==> src/sv/tss_pkg.sv <==
// Shared types, constants and fixed-point helpers of the tridiagonal solver.
`timescale 1ns / 1ps
package tss_pkg;

    localparam int MAX_ROWS = 64;
    localparam int ROW_W    = 6;
    localparam int DATA_W   = 32;

    localparam logic signed [DATA_W-1:0] Q_MAX = 32'sh7FFF_FFFF;
    localparam logic signed [DATA_W-1:0] Q_MIN = 32'sh8000_0000;

    typedef struct packed {
        logic signed [DATA_W-1:0] diagonal;
        logic signed [DATA_W-1:0] upper;
        logic signed [DATA_W-1:0] lower;
        logic signed [DATA_W-1:0] right_side;
        logic [ROW_W-1:0]         idx;
        logic                     fin;
    } row_t;

    typedef enum logic [3:0] {
        ST_IDLE,
        ST_F_START,
        ST_F_DIV,
        ST_F_MULA,
        ST_F_MULB,
        ST_F_SUB,
        ST_F_WR,
        ST_B_RD,
        ST_B_MUL,
        ST_B_SUB,
        ST_B_START,
        ST_B_DIV,
        ST_B_OUT
    } state_t;

    // Round a raw Q32.32 product back to Q16.16, ties toward +inf, saturate.
    function automatic logic signed [DATA_W-1:0] qmul_fix(input logic signed [63:0] p);
        logic signed [64:0] s;
        logic signed [48:0] f;
        s = {p[63], p} + 65'sh8000;
        f = s[64:16];
        if (f > 49'sh0_7FFF_FFFF) begin
            return Q_MAX;
        end else if (f < -49'sh0_8000_0000) begin
            return Q_MIN;
        end
        return f[DATA_W-1:0];
    endfunction

    // Saturating difference.
    function automatic logic signed [DATA_W-1:0] qsub_fix(input logic signed [DATA_W-1:0] a,
                                                          input logic signed [DATA_W-1:0] b);
        logic signed [DATA_W:0] d;
        d = {a[DATA_W-1], a} - {b[DATA_W-1], b};
        if (d > 33'sh0_7FFF_FFFF) begin
            return Q_MAX;
        end else if (d < -33'sh0_8000_0000) begin
            return Q_MIN;
        end
        return d[DATA_W-1:0];
    endfunction

    function automatic logic [DATA_W-1:0] abs_fix(input logic signed [DATA_W-1:0] v);
        return v[DATA_W-1] ? (~v + 32'd1) : v;
    endfunction

endpackage

==> src/sv/tss_front.sv <==
// Front end: takes row beats, numbers them and flags the row that ends a system.
`timescale 1ns / 1ps
module tss_front import tss_pkg::*; (
    input  logic         aclk,
    input  logic         aresetn,
    input  logic         s_tvalid,
    output logic         s_tready,
    input  logic [127:0] s_tdata,
    input  logic         s_tlast,
    input  logic         q_full,
    output logic         q_push,
    output row_t         q_row
);

    logic [ROW_W-1:0] cnt_reg, cnt_next;
    logic             fin;

    assign s_tready = !q_full;
    assign q_push   = s_tvalid && !q_full;
    // A full store closes the system whatever tlast says.
    assign fin      = s_tlast || (cnt_reg == ROW_W'(MAX_ROWS - 1));

    always_comb begin
        q_row.diagonal   = s_tdata[31:0];
        q_row.upper      = s_tdata[63:32];
        q_row.lower      = s_tdata[95:64];
        q_row.right_side = s_tdata[127:96];
        q_row.idx        = cnt_reg;
        q_row.fin        = fin;
    end

    always_comb begin
        cnt_next = cnt_reg;
        if (q_push) begin
            cnt_next = fin ? '0 : cnt_reg + ROW_W'(1);
        end
    end

    always_ff @(posedge aclk) begin
        if (!aresetn) begin
            cnt_reg <= '0;
        end else begin
            cnt_reg <= cnt_next;
        end
    end

endmodule

==> config.mk <==
export PLATFORM = sky130hd
export DESIGN_NAME = tss_front
export DESIGN_NICKNAME = d
export VERILOG_FILES = /design/src/sv/tss_pkg.sv /design/src/sv/tss_front.sv
export SDC_FILE = /design/constraint.sdc
export NUM_CORES = 1
export LEC_CHECK = 0
export BUFFER_PORTS_ARGS = -buffer_cell sky130_fd_sc_hd__buf_2
export CORE_AREA = 2 2 103 105
export CTS_CLUSTER_DIAMETER = 50
export DETAILED_ROUTE_END_ITERATION = 7
export DIE_AREA = 0 0 105 107
export HOLD_SLACK_MARGIN = 0.08
export PLACE_DENSITY = 0.49
export SYNTH_ARGS = -nofsm -noshare
export SYNTH_HDL_FRONTEND = slang
export SYNTH_SLANG_ARGS = --single-unit
==> constraint.sdc <==
create_clock -name aclk -period 1.79 [get_ports aclk]
set_input_delay 0.4475 -clock aclk [delete_from_list [all_inputs] [get_ports aclk]]
set_output_delay 0.4475 -clock aclk [all_outputs]
set_load 0.02 [all_outputs]
After elaboration in Yosys (flattened, before gate mapping)
Cells that the tools add are included.

operators by class
  add/subtract/negate cells = 1
  equality and inequality tests = 1
  multiplexer cells = 1
  reduce and logical (&&, ||, !) cells = 3

operators with widths
  kind                   number
  $add A6 B1 Y6 const B  1
  $eq A6 B6 Y1 const B   1
  $mux W6                1
  $logic_and A1 B1 Y1    1
  $logic_not A1 Y1       1
  $logic_or A1 B1 Y1     1

word-level totals
  bits in registers = 6
  output and inout bits = 137
  logic and storage cells = 7

Logic depth before layout (Yosys ltp)
  word-level depth = 3
  gate-level depth with buffers = 5
  gate-level depth less buffers = 4

Worst setup path before layout
No wires, ideal clock.

  path type = register to output
  start = register cnt_reg[0]
  end = output port q_row[0] (netlist name)
  arrival time = 1.286 ns
  required time = 1.342 ns
  path slack = 0.057 ns
  cell stages (with the launch flop) = 5
  path through = dfxtp_1 -> ha_1 -> and3_2 -> a31o_2 -> buf_4

on the way
  word-level cells in the longest chain between the ends = 2

RTL lines
  item                    line             source
  from (decl)             tss_front.sv:15  logic [ROW_W-1:0] cnt_reg, cnt_next;
  from (signal assigned)  tss_front.sv:43  cnt_reg <= cnt_next;
  $eq A6 B6 Y1            tss_front.sv:21  assign fin = s_tlast || (cnt_reg == ROW_W'(MAX_ROWS - 1));
  $logic_or A1 B1 Y1      tss_front.sv:21
  to (decl)               tss_front.sv:12  output row_t q_row

Every way passes these cells.

==> results.md <==
- Drt via density: ~2.8
- Clock skew: approximately 4.6 ps
- WL final: between 2000 and 2500 µm
- DP Area: about 560 µm²
- Comb pwr share: 0.115
- Fin. Hold Viols: 0
- Die Area: 11200 µm²
- Slew @ Worst Pin: 248 ps
- Setup WS pre-CTS: between 80 and 90 ps
- Minimum clock period: 1750 ps
- Largest net degree at the start of global routing: 12
- CP max-delay cell: dfxtp_2
- WL per Instance: 12.6 µm
- Clk sinks: 6
- Startpoint types: register
- PD cells: 591 nW/µm²
- Final setup violation count: 0
- PnR worst setup slack: approximately 42 ps
- Pre-Repair DR Iteration Count: 4
- IO Pins: 270
- Area Overhead vs Synth: -50.1%
- WP data required: roughly 1300 ps
- Period utilisation layout: 0.976
- Yosys warning count: 0
- First-pass GRT wire length: roughly 3000 µm
- Crit path capture type: output port
- Gpl congestion: 0.609
- DRT iter0 DRCs: 3
- Vias: 531
- Post-route DRC: 0
- Nets@finish: approximately 190
- Share of post-route cells with drive strength above 1: 0.491
- Clock latency on the worst-skew pair: 220 ps
- Maximum vdd drop: between 0.0002 and 0.00025 V
- Register area: between 100 and 150 µm²
- Core Footprint: 10100 µm²
- Finished Cell Area: 649 µm²
- Sequential-to-total area share from yosys stat: 0.0923
- Num CTS Buffers: 3
- Filler cell count: approximately 1200
- Antenna Nets Post-Route: 0
- Sw Pwr: ~86 µW
- CTS max path bufs: 2
- RSZ-0062 raised after global routing: no
- Number of global-route vias before repair: roughly 530
- Die W: around 110 µm
- Final setup TNS: 0 ps
- Die height: about 110 µm
- Setup CP Type: reg -> out
- Cells after synthesis: about 170
- Multi-input gate area: ~210 µm²
- H-tree depth: 1
- Leak Pwr: approximately 0.00022 µW
- #FFs+latches synth: 6
- Initial antenna violation count: 0
- Cts hold-fix bufs: 0
- Yosys top cell area share: 0.744
- Internal power: around 300 µW
- Distinct cells, synth: 22
- Root buffer cell: clkbuf_8
- Tot GR Track Use: 0.0373
- Run status: complete, no violations
- Max Cap Viol: 0
- Port Buffer Count: 13
- Worst Path Arrival: approximately 1300 ps
- Synthesized net count: 300
- Max incr delay on CP: 340 ps
- Reg2reg setup slack: between 300 and 400 ps
- Initial core utilization: 0.129
- Clock Pin Slew Worst Setup and Hold Paths: approximately 40 ps
- Hold crit path type: in -> reg
- Switch share: 0.223
- Post-Syn Area per Cell: roughly 7.8 µm²
- Fmax: 572 MHz
- Total grt overflow: 0
- Clock power share: 0.527
- Synth area leaders: buf_4, dfxtp_1, nand3_1
- Cell row count: 37
- Max reg flops: 6
- Final HPWL DP: about 1900 µm
- N_diodes: 0
- Cell Area, Synth: between 1000 and 1500 µm²
- Post-layout util: 0.0643
- CTS tree: built
- Crit path cell chain: ha_4 -> and3_2 -> a31o_4 -> buf_6
- Max_slew headroom: 0.834
- Sequential power share: 0.358
- Final Max Tran Viols: 0
- Max Fanout on Critical Path: 4
- Post-synth top area cell: buf_4
[critical path: cells and delay by family, from the launching register on]
kind            cells  cell delay, ps
compound gates      1             220
simple gates        1             220
fa+ha+maj           1             170
buf+inv             1             130
flops               1             340
[power by group through the flow]
stage	Clock, µW	Combinational (µW)	Sequential (µW)
2_1_floorplan	0	440	141
3_3_place_gp	0	39.4	139
3_5_place_dp	0	39.8	139
4_1_cts	208	44.5	137
5_1_grt	212	47.8	137
6_report	202	44.2	137
[metrics by stage]
| stage | hold WS [ps] | std cells | total power [µW] |
|---|---|---|---|
| final | 500 | 191 | 384 |
| after floorplan | 578 | 166 | 581 |
| after global routing | 533 | 191 | 397 |
| after detailed placement | 520 | 186 | 179 |
| after CTS | 499 | 191 | 389 |
| after global placement | 500 | 186 | 178 |
[final timing paths]
path,startpoint,to,cells after the start
worst max-delay path,cnt_reg[1],q_row[0],4
worst min-delay path,aresetn,cnt_reg[1],3
worst min register to register,cnt_reg[1],cnt_reg[1],2
worst max register to register,cnt_reg[1],cnt_reg[3],5
[placed cells by master, fill, tap and decap left out]
cell	n
o21ai_0	4
clkbuf_8	3
ha_4	1
or4_4	1
o21ai_1	1
a21oi_1	2
or3_1	2
nand3_1	4
nand3_2	1
o31ai_1	1
and3_2	1
nor2_1	2
dfxtp_2	1
a31oi_1	1
nand2_1	1
a221oi_2	1
buf_2	12
inv_1	3
buf_6	1
a31o_4	1
buf_4	3
a221oi_1	1
or4b_1	1
dfxtp_1	5
nand2b_4	1
[kinds of logic (layout without fill, tap and decap cells)]
group | Yosys count | after routing | synth area share
simple gates | 14 | 14 | 0.0740
buf+inv | 133 | 22 | 0.762
compound gates | 12 | 12 | 0.0625
fa+ha+maj | 1 | 1 | 0.00961
flops | 6 | 6 | 0.0923
[cell usage after synthesis, drive strengths merged]
library cell  instances
buf                 130
nand2b                1
a21oi                 2
o21ai                 5
or3                   2
dfxtp                 6
inv                   3
nor2                  2
nand2                 1
o31ai                 1
a221oi                2
a31o                  1
or4b                  1
ha                    1
a31oi                 1
or4                   1
and3                  1
nand3                 5
[metal layers]
layer	up-vias	global-route usage	routed length, µm
li1	179	-	-
met1	206	0.0208	532
met2	88	0.0473	968
met3	58	0.0201	357
met4	0	0.0943	542
met5	-	0	0
[layout make-up]
class | count | share of cell area
timing repair buffer | 16 | 0.145
tap | 136 | 0.262
clock buffer | 3 | 0.0636
multi-input combinational | 27 | 0.326
sequential | 6 | 0.187
inverter | 3 | 0.0173
[what timing repair did]
| action | CTS | global route |
|---|---|---|
| resized for setup | 5 | 1 |
| endpoints found under the setup margin | 1 | 1 |
| pin swaps | 2 | 0 |
| setup buffers | 2 | 0 |
Note: power is estimated with default switching activity, not from simulation.
