`src/sv/tss_pkg.sv`:
```
// Shared types, constants and fixed-point helpers of the tridiagonal solver.
`timescale 1ns / 1ps
package tss_pkg;

    localparam int MAX_ROWS = 64;
    localparam int ROW_W    = 6;
    localparam int DATA_W   = 32;

    localparam logic signed [DATA_W-1:0] Q_MAX = 32'sh7FFF_FFFF;
    localparam logic signed [DATA_W-1:0] Q_MIN = 32'sh8000_0000;

    typedef struct packed {
        logic signed [DATA_W-1:0] diagonal;
        logic signed [DATA_W-1:0] upper;
        logic signed [DATA_W-1:0] lower;
        logic signed [DATA_W-1:0] right_side;
        logic [ROW_W-1:0]         idx;
        logic                     fin;
    } row_t;

    typedef enum logic [3:0] {
        ST_IDLE,
        ST_F_START,
        ST_F_DIV,
        ST_F_MULA,
        ST_F_MULB,
        ST_F_SUB,
        ST_F_WR,
        ST_B_RD,
        ST_B_MUL,
        ST_B_SUB,
        ST_B_START,
        ST_B_DIV,
        ST_B_OUT
    } state_t;

    // Round a raw Q32.32 product back to Q16.16, ties toward +inf, saturate.
    function automatic logic signed [DATA_W-1:0] qmul_fix(input logic signed [63:0] p);
        logic signed [64:0] s;
        logic signed [48:0] f;
        s = {p[63], p} + 65'sh8000;
        f = s[64:16];
        if (f > 49'sh0_7FFF_FFFF) begin
            return Q_MAX;
        end else if (f < -49'sh0_8000_0000) begin
            return Q_MIN;
        end
        return f[DATA_W-1:0];
    endfunction

    // Saturating difference.
    function automatic logic signed [DATA_W-1:0] qsub_fix(input logic signed [DATA_W-1:0] a,
                                                          input logic signed [DATA_W-1:0] b);
        logic signed [DATA_W:0] d;
        d = {a[DATA_W-1], a} - {b[DATA_W-1], b};
        if (d > 33'sh0_7FFF_FFFF) begin
            return Q_MAX;
        end else if (d < -33'sh0_8000_0000) begin
            return Q_MIN;
        end
        return d[DATA_W-1:0];
    endfunction

    function automatic logic [DATA_W-1:0] abs_fix(input logic signed [DATA_W-1:0] v);
        return v[DATA_W-1] ? (~v + 32'd1) : v;
    endfunction

endpackage

```
`src/sv/tss_fifo.sv`:
```
// Two-entry row queue between front end and solver engine.
`timescale 1ns / 1ps
module tss_fifo import tss_pkg::*; (
    input  logic aclk,
    input  logic aresetn,
    input  logic push,
    input  row_t push_row,
    output logic full,
    input  logic pop,
    output logic valid,
    output row_t pop_row
);

    row_t       mem_reg [2];
    logic       wr_ptr_reg, wr_ptr_next;
    logic       rd_ptr_reg, rd_ptr_next;
    logic [1:0] cnt_reg, cnt_next;

    assign full    = (cnt_reg == 2'd2);
    assign valid   = (cnt_reg != 2'd0);
    assign pop_row = mem_reg[rd_ptr_reg];

    always_comb begin
        wr_ptr_next = push ? !wr_ptr_reg : wr_ptr_reg;
        rd_ptr_next = pop ? !rd_ptr_reg : rd_ptr_reg;
        cnt_next    = cnt_reg + {1'b0, push} - {1'b0, pop};
    end

    always_ff @(posedge aclk) begin
        if (push) begin
            mem_reg[wr_ptr_reg] <= push_row;
        end
    end

    always_ff @(posedge aclk) begin
        if (!aresetn) begin
            wr_ptr_reg <= 1'b0;
            rd_ptr_reg <= 1'b0;
            cnt_reg    <= 2'd0;
        end else begin
            wr_ptr_reg <= wr_ptr_next;
            rd_ptr_reg <= rd_ptr_next;
            cnt_reg    <= cnt_next;
        end
    end

endmodule

```
`config.mk`:
```
export PLATFORM = sky130hd
export DESIGN_NAME = tss_fifo
export DESIGN_NICKNAME = d
export VERILOG_FILES = /design/src/sv/tss_pkg.sv /design/src/sv/tss_fifo.sv
export SDC_FILE = /design/constraint.sdc
export NUM_CORES = 1
export LEC_CHECK = 0
export ABC_CLOCK_PERIOD_IN_PS = 6900
export BUFFER_PORTS_ARGS = -buffer_cell sky130_fd_sc_hd__clkbuf_2
export CAP_MARGIN = 20
export CORE_MARGIN = 4
export CORE_UTILIZATION = 47
export CTS_CLUSTER_DIAMETER = 40
export DETAILED_ROUTE_END_ITERATION = 10
export GPL_ROUTABILITY_DRIVEN = 0
export PLACE_DENSITY = 0.83
export RECOVER_POWER = 25
export SYNTH_ARGS = -nofsm -noshare
export SYNTH_HDL_FRONTEND = slang
export SYNTH_SLANG_ARGS = --single-unit
```
`constraint.sdc`:
```
create_clock -name aclk -period 6.9 [get_ports aclk]
set_input_delay 0.69 -clock aclk [delete_from_list [all_inputs] [get_ports aclk]]
set_output_delay 0.69 -clock aclk [all_outputs]
set_load 0.02 [all_outputs]
```
# ---- Word level (Yosys, flattened, before mapping)
# Memory sizes are Yosys's and may differ from the RTL's. A register that Yosys moved wholly into a read port is not among the register bits.
# Cells that the tools add are included.
dict set report op_classes {
  n_addsub 2
  n_eq_ne 1
  muxes 4
  reduce_logical 3
}
# op count
set op_table {}
lappend op_table {{2-to-1 mux 1 bit} 4}
lappend op_table {{adder 2 x 1 -> 2 bit} 1}
lappend op_table {{equality test 2 bit (second input constant)} 1}
lappend op_table {{zero test 1 bit} 2}
lappend op_table {{nonzero test 2 bit} 1}
lappend op_table {{subtractor 2 x 1 -> 2 bit} 1}
dict set report word_totals {
  regBits 4
  mem_bits_rw 270
  input_bits 139
  out_inout_bits 137
  memories 1
}
# memory depth word_bits read_ports rd_clocked_by_memory_dff wr line_no
set memory_table {}
lappend memory_table {mem_reg 2 135 1 1 1 tss_fifo.sv:14} ;# row_t mem_reg [2];

# ---- Logic depth before layout (Yosys ltp)
# Gate-level depths: netlist of run 1.
dict set report depth {
  word_depth 3
  ltp_mapped 6
}

# ---- Worst setup path after synthesis of run 1
# No wires, ideal clock.
dict set report synth_path {
  kind {in2reg}
  from {input push}
  to {memory mem_reg[0][0] (netlist bit) (enable)}
  t_arrival_ns 6.568
  t_required_ns 6.253
  path_slack_ns -0.315
  stages 1
  path_buffers 0
  cell_sequence {nor2b_1}
}
dict set report synth_between {
  elab_chain_len 2
}
# item line_no
set synth_lines {}
lappend synth_lines {{start, declared} tss_fifo.sv:6} ;# input logic push,
lappend synth_lines {{2-to-1 mux 1 bit} tss_fifo.sv:30} ;# if (push) begin
lappend synth_lines {{2-to-1 mux 1 bit (implied by the code)} tss_fifo.sv:31} ;# mem_reg[wr_ptr_reg] <= push_row;
lappend synth_lines {{end, declared} tss_fifo.sv:14}
# Every way passes these cells.

==> implementation parameters, run 1 <==
Parameter                              Value

Critical path
  CP Cell Sequence    buf_4 > mux2_2 > clkbuf_2
  Crit path buf inv count    2
  Arrival time at the worst endpoint    2540 ps
  Critical path capture point type    primary output
  Highest fanout seen on the critical path    60
  Critical Path Max Stage Delay    730 ps
  Critical Path Slowest Stage Cell    sky130_fd_sc_hd__buf_4
  Path type of the worst setup path    flip-flop to primary output
  Worst EP required    6210 ps
  Crit start category    flip-flop
  Dominant delay contributor by cell family on the critical path    buffers and inverters

STA
  Worst-margin pin slew    977.5 ps
  Layout Skew    19.84 ps
  Max_slew headroom    a little over a third
  Achievable Freq    309.7 MHz
  Number of endpoints with negative hold slack in the final report    0
  Number of setup violations in the final report    0
  Period minus WS final    approximately 3200 ps
  Setup Total Neg Slack    0 ps
  Worst Setup Slack, final    3671 ps
  Period utilisation layout    a little under half
  Number of max-slew violations in the final report    0
  Setup repair after global routing missed its margin    false

Placed design
  DP Wirelength    approximately 13000 µm
  Count of buffers inserted at the top-level ports    around 280
  Total instance count after detailed placement    981
  Post-place setup slack    3976 ps

Synthesis
  Area leader, netlist    sky130_fd_sc_hd__edfxtp_1
  Async SR Flop Fraction    0%
  Post-synthesis area per instance    23.04 µm²
  Count of warnings emitted by yosys    0
  Cell types occupying the most area after synthesis    sky130_fd_sc_hd__edfxtp_1 80%, sky130_fd_sc_hd__mux2_2 9.4%, sky130_fd_sc_hd__mux2_4 7.4%, sky130_fd_sc_hd__dfxtp_1 0.98%, sky130_fd_sc_hd__buf_6 0.78%
  Net count of the mapped netlist    between 500 and 600
  Cell count after synthesis    441
  Most instantiated cells after synthesis    270 x sky130_fd_sc_hd__edfxtp_1, 85 x sky130_fd_sc_hd__mux2_2, 50 x sky130_fd_sc_hd__mux2_4
  Count of different cell masters after synthesis    14
  FF+latch count, synth    approximately 280
  Post-synthesis sequential area ratio    roughly four fifths
  Most common flop cell mapped by yosys    sky130_fd_sc_hd__edfxtp_1
  Area share of the largest cell type after synthesis    79.78%
  Synth Cell Area    approximately 10000 µm²
  Post-synth EDFFs    270
  Most frequent cell after synthesis    sky130_fd_sc_hd__edfxtp_1

Cells and area
  Final std cells w/o fill    1045
  Layout filler cell count    1508
  Number of inserted diodes    0
  Number of flip-flops under the largest register name    270
  Fraction of layout instances using a drive strength above 1    between 50 and 60%
  Core utilization of the finished layout    between 60 and 70%
  Number of nets in the layout    885
  Area grow syn2layout    27.59%

GRT
  First-pass GRT wire length    28680 µm
  Largest net degree at the start of global routing    between 70 and 80
  Via count of the first global-routing pass    5472
  Antenna violations before repair    1
  Total global routing track utilization    15.36%
  Global route overflow    0

CTS
  Setup Buffers After CTS    0
  Clock slew seen by the registers of the worst setup and hold paths    60 ps
  Master cell of the clock root buffer    sky130_fd_sc_hd__clkbuf_16
  CTS tree    built
  Count of instances resized after the clock tree is built    0
  Total CTS buffers    36
  Clock net sink count    275
  Count of H-tree levels built during CTS    2
  Clock Latency Late Sink    around 500 ps
  Longest Clk Path Bufs    3
  Hold bufs inserted after CTS    0

Power
  LEAKAGE    0.004942 µW
  Pwr Density    326.3 nW/µm²
  Worst supply voltage drop on vdd    approximately 0.22 mV

Floorplan
  X dimension of the die    between 150 and 200 µm
  Cell row count    between 50 and 60
  Die H    between 150 and 200 µm
  Die ar.    24040 µm²
  Area of the core    21150 µm²
  Starting density of the core    around 48%
  Top-level I/O count    276

Flow run
  Total of max-cap violations    0

Drt
  Routed Antenna Nets    0
  Detailed Routing Iterations Pass 1    4
  Detailed Route Iter0 Violations    234
  Routed wire length    18880 µm
  Via total after detailed routing    5043
  DRC Markers    0
  Avg WL per Cell    ~18 µm
  Per-cell via count in the routed design    4.826

Hold path
  Path category of the worst min-delay check    input port to flip-flop

Outcome
  Outcome    complete, no violations
cell families after synthesis:
kind of cell	count (synthesis)	share of synthesized area, %
flip-flops	275	80.77
multiplexers	135	16.81
buffers and inverters	17	1.244
AND/OR/NAND/NOR	9	0.5540
XOR/XNOR	2	0.3078
adder cells (fa/ha/maj)	2	0.2462
AO/OA/AOI/OAI	1	0.07390
area by class of cell:
class	count	area, µm²	share of cell area, %
inverters	2	7.507	0.05790
clock inverters	27	287.8	2.219
well taps	275	344.1	2.654
multi-input cells	149	1838	14.18
repair buffers	280	1351	10.42
clock buffers	37	925.9	7.141
flip-flops and latches	275	8212	63.33
path summary, 6_finish.rpt:
kind,start,cells past startpoint,end,slack (ps)
max,flip-flop,3,pop_row[19],3670
min,push_row[18],1,mem_reg[1][18],370
max reg2reg,wr_ptr_reg,2,mem_reg[1][3],4440
min reg2reg,rd_ptr_reg,2,flip-flop,580
metrics by stage:
step	instance area [µm²]	hold WS, ps	total power, µW
after floorplan	10160	554.6	2302
after global placement	11820	558.9	2448
after detailed placement	11820	567.7	2462
after CTS	13030	347.0	4295
after global routing	12970	352.2	4403
final	12970	374.9	4231
report_power, final:
group	switching, µW	internal (µW)	total, µW
Sequential	27.3	1930	1960
Combinational	263	191	454
Clock	698	1120	1820
Total	989	3240	4230
layer usage:
metal	wire length (µm)	track usage, %
met5	11	0
met3	1736	5.508
met2	9594	26.76
met1	7127	17.88
met4	408	4.710
cell usage in the layout, fill, tap and decap left out, types with 5 or more instances in the layout:
master / instances
sky130_fd_sc_hd__clkbuf_16: 37
sky130_fd_sc_hd__edfxtp_1: 270
sky130_fd_sc_hd__inv_6: 5
sky130_fd_sc_hd__clkbuf_2: 225
sky130_fd_sc_hd__clkbuf_1: 48
sky130_fd_sc_hd__buf_4: 5
sky130_fd_sc_hd__clkinvlp_4: 5
sky130_fd_sc_hd__mux2_4: 50
sky130_fd_sc_hd__mux2_2: 85
(Power assumes the default switching activity.)
==> inputs of run 2 (changes only) <==
--- a/config.mk
+++ b/config.mk
@@ -5,7 +5,8 @@
 export SDC_FILE = /design/constraint.sdc
 export NUM_CORES = 1
 export LEC_CHECK = 0
-export ABC_CLOCK_PERIOD_IN_PS = 6900
+export ABC_AREA = 1
+export ABC_CLOCK_PERIOD_IN_PS = 2900
 export BUFFER_PORTS_ARGS = -buffer_cell sky130_fd_sc_hd__clkbuf_2
 export CAP_MARGIN = 20
 export CORE_MARGIN = 4
==> constraint.sdc (replaced) <==
create_clock -name aclk -period 2.9 [get_ports aclk]
set_input_delay 0.29 -clock aclk [delete_from_list [all_inputs] [get_ports aclk]]
set_output_delay 0.29 -clock aclk [all_outputs]
set_load 0.02 [all_outputs]
==> run 2 against run 1 <==
  * Synthesized cell count increased by 2.7%
  * First-iteration DRC count increased by 23%
  * Global-route usage increased by 3.2 points
  * Wire length increased by 20%
  * Non-clock buffer count increased by 137
  * Critical endpoint is now pop_row[18]
  * Highest routed layer is now met4
==> implementation parameters, run 2 <==
Parameter                              Value

Drt
  Detailed Routing Iterations Pass 1    4 (unchanged)
  Routed wire length    22710 µm (+20%)
  Routed Antenna Nets    0 (unchanged)
  Detailed Route Iter0 Violations    287 (+23%)
  DRC Markers    0 (unchanged)
  Avg WL per Cell    19.02 µm (+5.3%)
  Per-cell via count in the routed design    4.859 (+0.69%)
  Via total after detailed routing    5802 (+15%)

Synthesis
  Post-synthesis sequential area ratio    80.79% (about the same)
  Area leader, netlist    sky130_fd_sc_hd__edfxtp_1
  Most common flop cell mapped by yosys    sky130_fd_sc_hd__edfxtp_1
  Count of warnings emitted by yosys    0 (unchanged)
  Area share of the largest cell type after synthesis    79.80% (about the same)
  Post-synthesis area per instance    22.43 µm² (-2.7%)
  Most instantiated cells after synthesis    270 x sky130_fd_sc_hd__edfxtp_1, 85 x sky130_fd_sc_hd__mux2_2, 50 x sky130_fd_sc_hd__mux2_4
  Xor and xnor fraction of the mapped netlist area    0% (-0.31 points)
  Synth Cell Area    10160 µm² (about the same)
  Post-synth EDFFs    270 (unchanged)
  Cell count after synthesis    453 (+2.7%)
  Mux cell area share after synthesis    16.81% (about the same)
  Net count of the mapped netlist    594 (+2.1%)
  Async SR Flop Fraction    0% (unchanged)
  Main combinational cell family by area after synthesis    multiplexers
  FF+latch count, synth    275 (unchanged)
  Cell types occupying the most area after synthesis    sky130_fd_sc_hd__edfxtp_1 80%, sky130_fd_sc_hd__mux2_2 9.4%, sky130_fd_sc_hd__mux2_4 7.4%, sky130_fd_sc_hd__dfxtp_1 0.99%, sky130_fd_sc_hd__buf_6 0.78%
  Count of different cell masters after synthesis    12 (-2)
  Post-synthesis compound-gate area fraction    0.04926% (-0.025 points)
  Basic-gate share of the synthesized area counting and, or, nand and nor cells    0.6773% (+0.12 points)
  Post-Synth Adder-Cell Area    0.2463% (about the same)
  Most frequent cell after synthesis    sky130_fd_sc_hd__edfxtp_1

Placed design
  Standard cell area after detailed placement    11910 µm² (+0.82%)
  Count of buffers inserted at the top-level ports    275 (unchanged)
  DP Wirelength    13260 µm (+3.8%)

Cells and area
  Layout filler cell count    1347 (-11%)
  Number of flip-flops under the largest register name    270 (unchanged)
  Fraction of layout instances using a drive strength above 1    45.64% (-10 points)
  Core utilization of the finished layout    67.92% (+6.6 points)
  Most frequent standard cell in the layout excluding fill and tap cells    sky130_fd_sc_hd__edfxtp_1
  Most frequent cells in the layout    270 x sky130_fd_sc_hd__edfxtp_1, 217 x sky130_fd_sc_hd__clkbuf_2, 134 x sky130_fd_sc_hd__dlygate4sd3_1
  Area grow syn2layout    41.43%
  Final standard cell area without fillers    14370 µm² (+11%)
  Footprint of the multi-input gates    1814 µm² (-1.3%)
  Sequential cell area    8212 µm² (unchanged)
  Number of nets in the layout    1033 (+17%)

GRT
  Antenna violations before repair    1 (unchanged)
  Total global routing track utilization    18.53% (+3.2 points)
  Global route overflow    0 (unchanged)
  Via count of the first global-routing pass    6519 (+19%)
  Largest net degree at the start of global routing    98 (+34%)
  First-pass GRT wire length    34630 µm (+21%)

Critical path
  Arrival time at the worst endpoint    2130 ps (-410 ps)
  Crit start category    flip-flop
  Critical Path Slowest Stage Cell    sky130_fd_sc_hd__dfxtp_4
  Worst EP required    2610 ps (-3600 ps)
  Critical path capture point type    primary output
  Critical Path Max Stage Delay    700 ps (-30 ps)
  Path type of the worst setup path    flip-flop to primary output
  Highest fanout seen on the critical path    41 (-32%)
  Startpoint of the worst-slack reg-to-reg timing path    wr_ptr_reg
  CP Cell Sequence    buf_12 > mux2_2 > clkbuf_2
  Crit path buf inv count    2 (unchanged)
  Dominant delay contributor by cell family on the critical path    flip-flops

Floorplan
  Starting density of the core    48.03% (about the same)
  Top-level I/O count    276 (unchanged)
  Die H    155.0 µm (about the same)
  Cell row count    53 (unchanged)
  Area of the core    21150 µm² (unchanged)
  Die ar.    24030 µm² (about the same)
  X dimension of the die    155.0 µm (about the same)

STA
  Layout Skew    12.89 ps (-6.949 ps)
  Period utilisation layout    83.46%
  Number of endpoints with negative hold slack in the final report    0 (unchanged)
  Setup repair after global routing missed its margin    false
  Achievable Freq    around 410 MHz
  Setup Total Neg Slack    0 ps (unchanged)
  Number of setup violations in the final report    0 (unchanged)
  Period minus WS final    roughly 2400 ps
  Max_slew headroom    62.10% (+27 points)
  Worst-margin pin slew    568.5 ps (-409.0 ps)
  Number of max-slew violations in the final report    0 (unchanged)

CTS
  Count of H-tree levels built during CTS    2 (unchanged)
  Clock net sink count    275 (unchanged)
  Clock slew seen by the registers of the worst setup and hold paths    60 ps (about the same)
  Total CTS buffers    35 (-2.8%)
  Master cell of the clock root buffer    sky130_fd_sc_hd__clkbuf_16
  Longest Clk Path Bufs    3 (unchanged)
  Clock Latency Late Sink    510 ps (about the same)
  Setup Buffers After CTS    0 (unchanged)
  CTS tree    built

Power
  LEAKAGE    0.005533 µW (+12%)
  Worst supply voltage drop on vdd    0.5122 mV (+130%)
  Pwr Density    705.2 nW/µm² (+120%)

Flow run
  Total of max-cap violations    0 (unchanged)

Hold path
  Path category of the worst min-delay check    input port to flip-flop
  Startpoint of the most critical hold path    aresetn

Outcome
  Outcome    complete, no violations
[run 2: changes by cell type in the layout (fill, tap and decap cells not counted), moves of 4 or more]
cell | before | now
sky130_fd_sc_hd__clkinv_2 | 1 | 5
sky130_fd_sc_hd__clkbuf_2 | 225 | 217
sky130_fd_sc_hd__clkbuf_1 | 48 | 63
sky130_fd_sc_hd__inv_1 | 2 | 6
sky130_fd_sc_hd__nand2_1 | 0 | 9
sky130_fd_sc_hd__dlygate4sd3_1 | 0 | 134
sky130_fd_sc_hd__nor2_1 | 0 | 7
sky130_fd_sc_hd__buf_12 | 0 | 6
[run 2: path summary, 6_finish.rpt]
path         cells past startpoint         endpoint  slack, ps
max                              3      pop_row[18]        480
min                              3       cnt_reg[0]         50
min reg2reg                      2        flip-flop        530
max reg2reg                      3  mem_reg[1][123]       1390
[run 2: kinds of logic (layout without fill, tap and decap cells)]
family	after synthesis	after routing
compound gates	1	1
fa+ha+maj	2	2
buf+inv	22	487
flops	275	275
mux	135	135
other cells	0	1
simple gates	18	18
[run 2: worst reg2reg max path, stage by stage (launching register included)]
cell                         delay [ps]
sky130_fd_sc_hd__dfxtp_1            390
sky130_fd_sc_hd__nand2_1            130
sky130_fd_sc_hd__clkinvlp_4         110
sky130_fd_sc_hd__buf_12             400
[run 2: through the flow]
step | total power (µW) | setup slack [ps] | cells | hold WS (ps)
floorplan | 5369 | 70.79 | 453 | 383.5
global placement | 5714 | 1020 | 996 | 471.3
detailed placement | 5750 | 999.9 | 996 | 483.0
CTS | 10220 | 439.3 | 1193 | 2.271
global route | 10490 | 405.0 | 1194 | 41.87
finish | 10130 | 479.8 | 1194 | 46.79
[run 2: layout make-up]
| class | instances | share of cell area, % |
|---|---|---|
| Sequential cell | 275 | 57.15 |
| Clock buffer | 41 | 6.400 |
| Inverter | 7 | 0.2090 |
| Clock inverter | 22 | 1.855 |
| Timing Repair Buffer | 417 | 19.35 |
| Antenna cell | 1 | 0.01742 |
| Tap cell | 275 | 2.395 |
| Multi-Input combinational cell | 156 | 12.63 |
[run 2: what timing repair did]
item                                   CTS  global route
hold buffers                           134             0
resized for setup                        0             0
endpoints found under the hold margin  268             0
[run 2: layer usage]
layer	up-vias	wire, µm	GRT usage (%)
met2	235	12360	34.42
met1	2846	8253	20.90
met4	0	593	6.140
met3	42	1499	4.423
li1	2679	-	-
met5	-	0	0
[run 2: report_power, final]
| part | switching, µW | total (µW) | leakage (µW) | internal, µW |
|---|---|---|---|---|
| clock | 1640 | 4310 | 0.000577 | 2680 |
| sequential | 71.1 | 4680 | 0.00258 | 4610 |
| combinational | 619 | 1140 | 0.00238 | 521 |
| total | 2330 | 10100 | 0.00553 | 7800 |
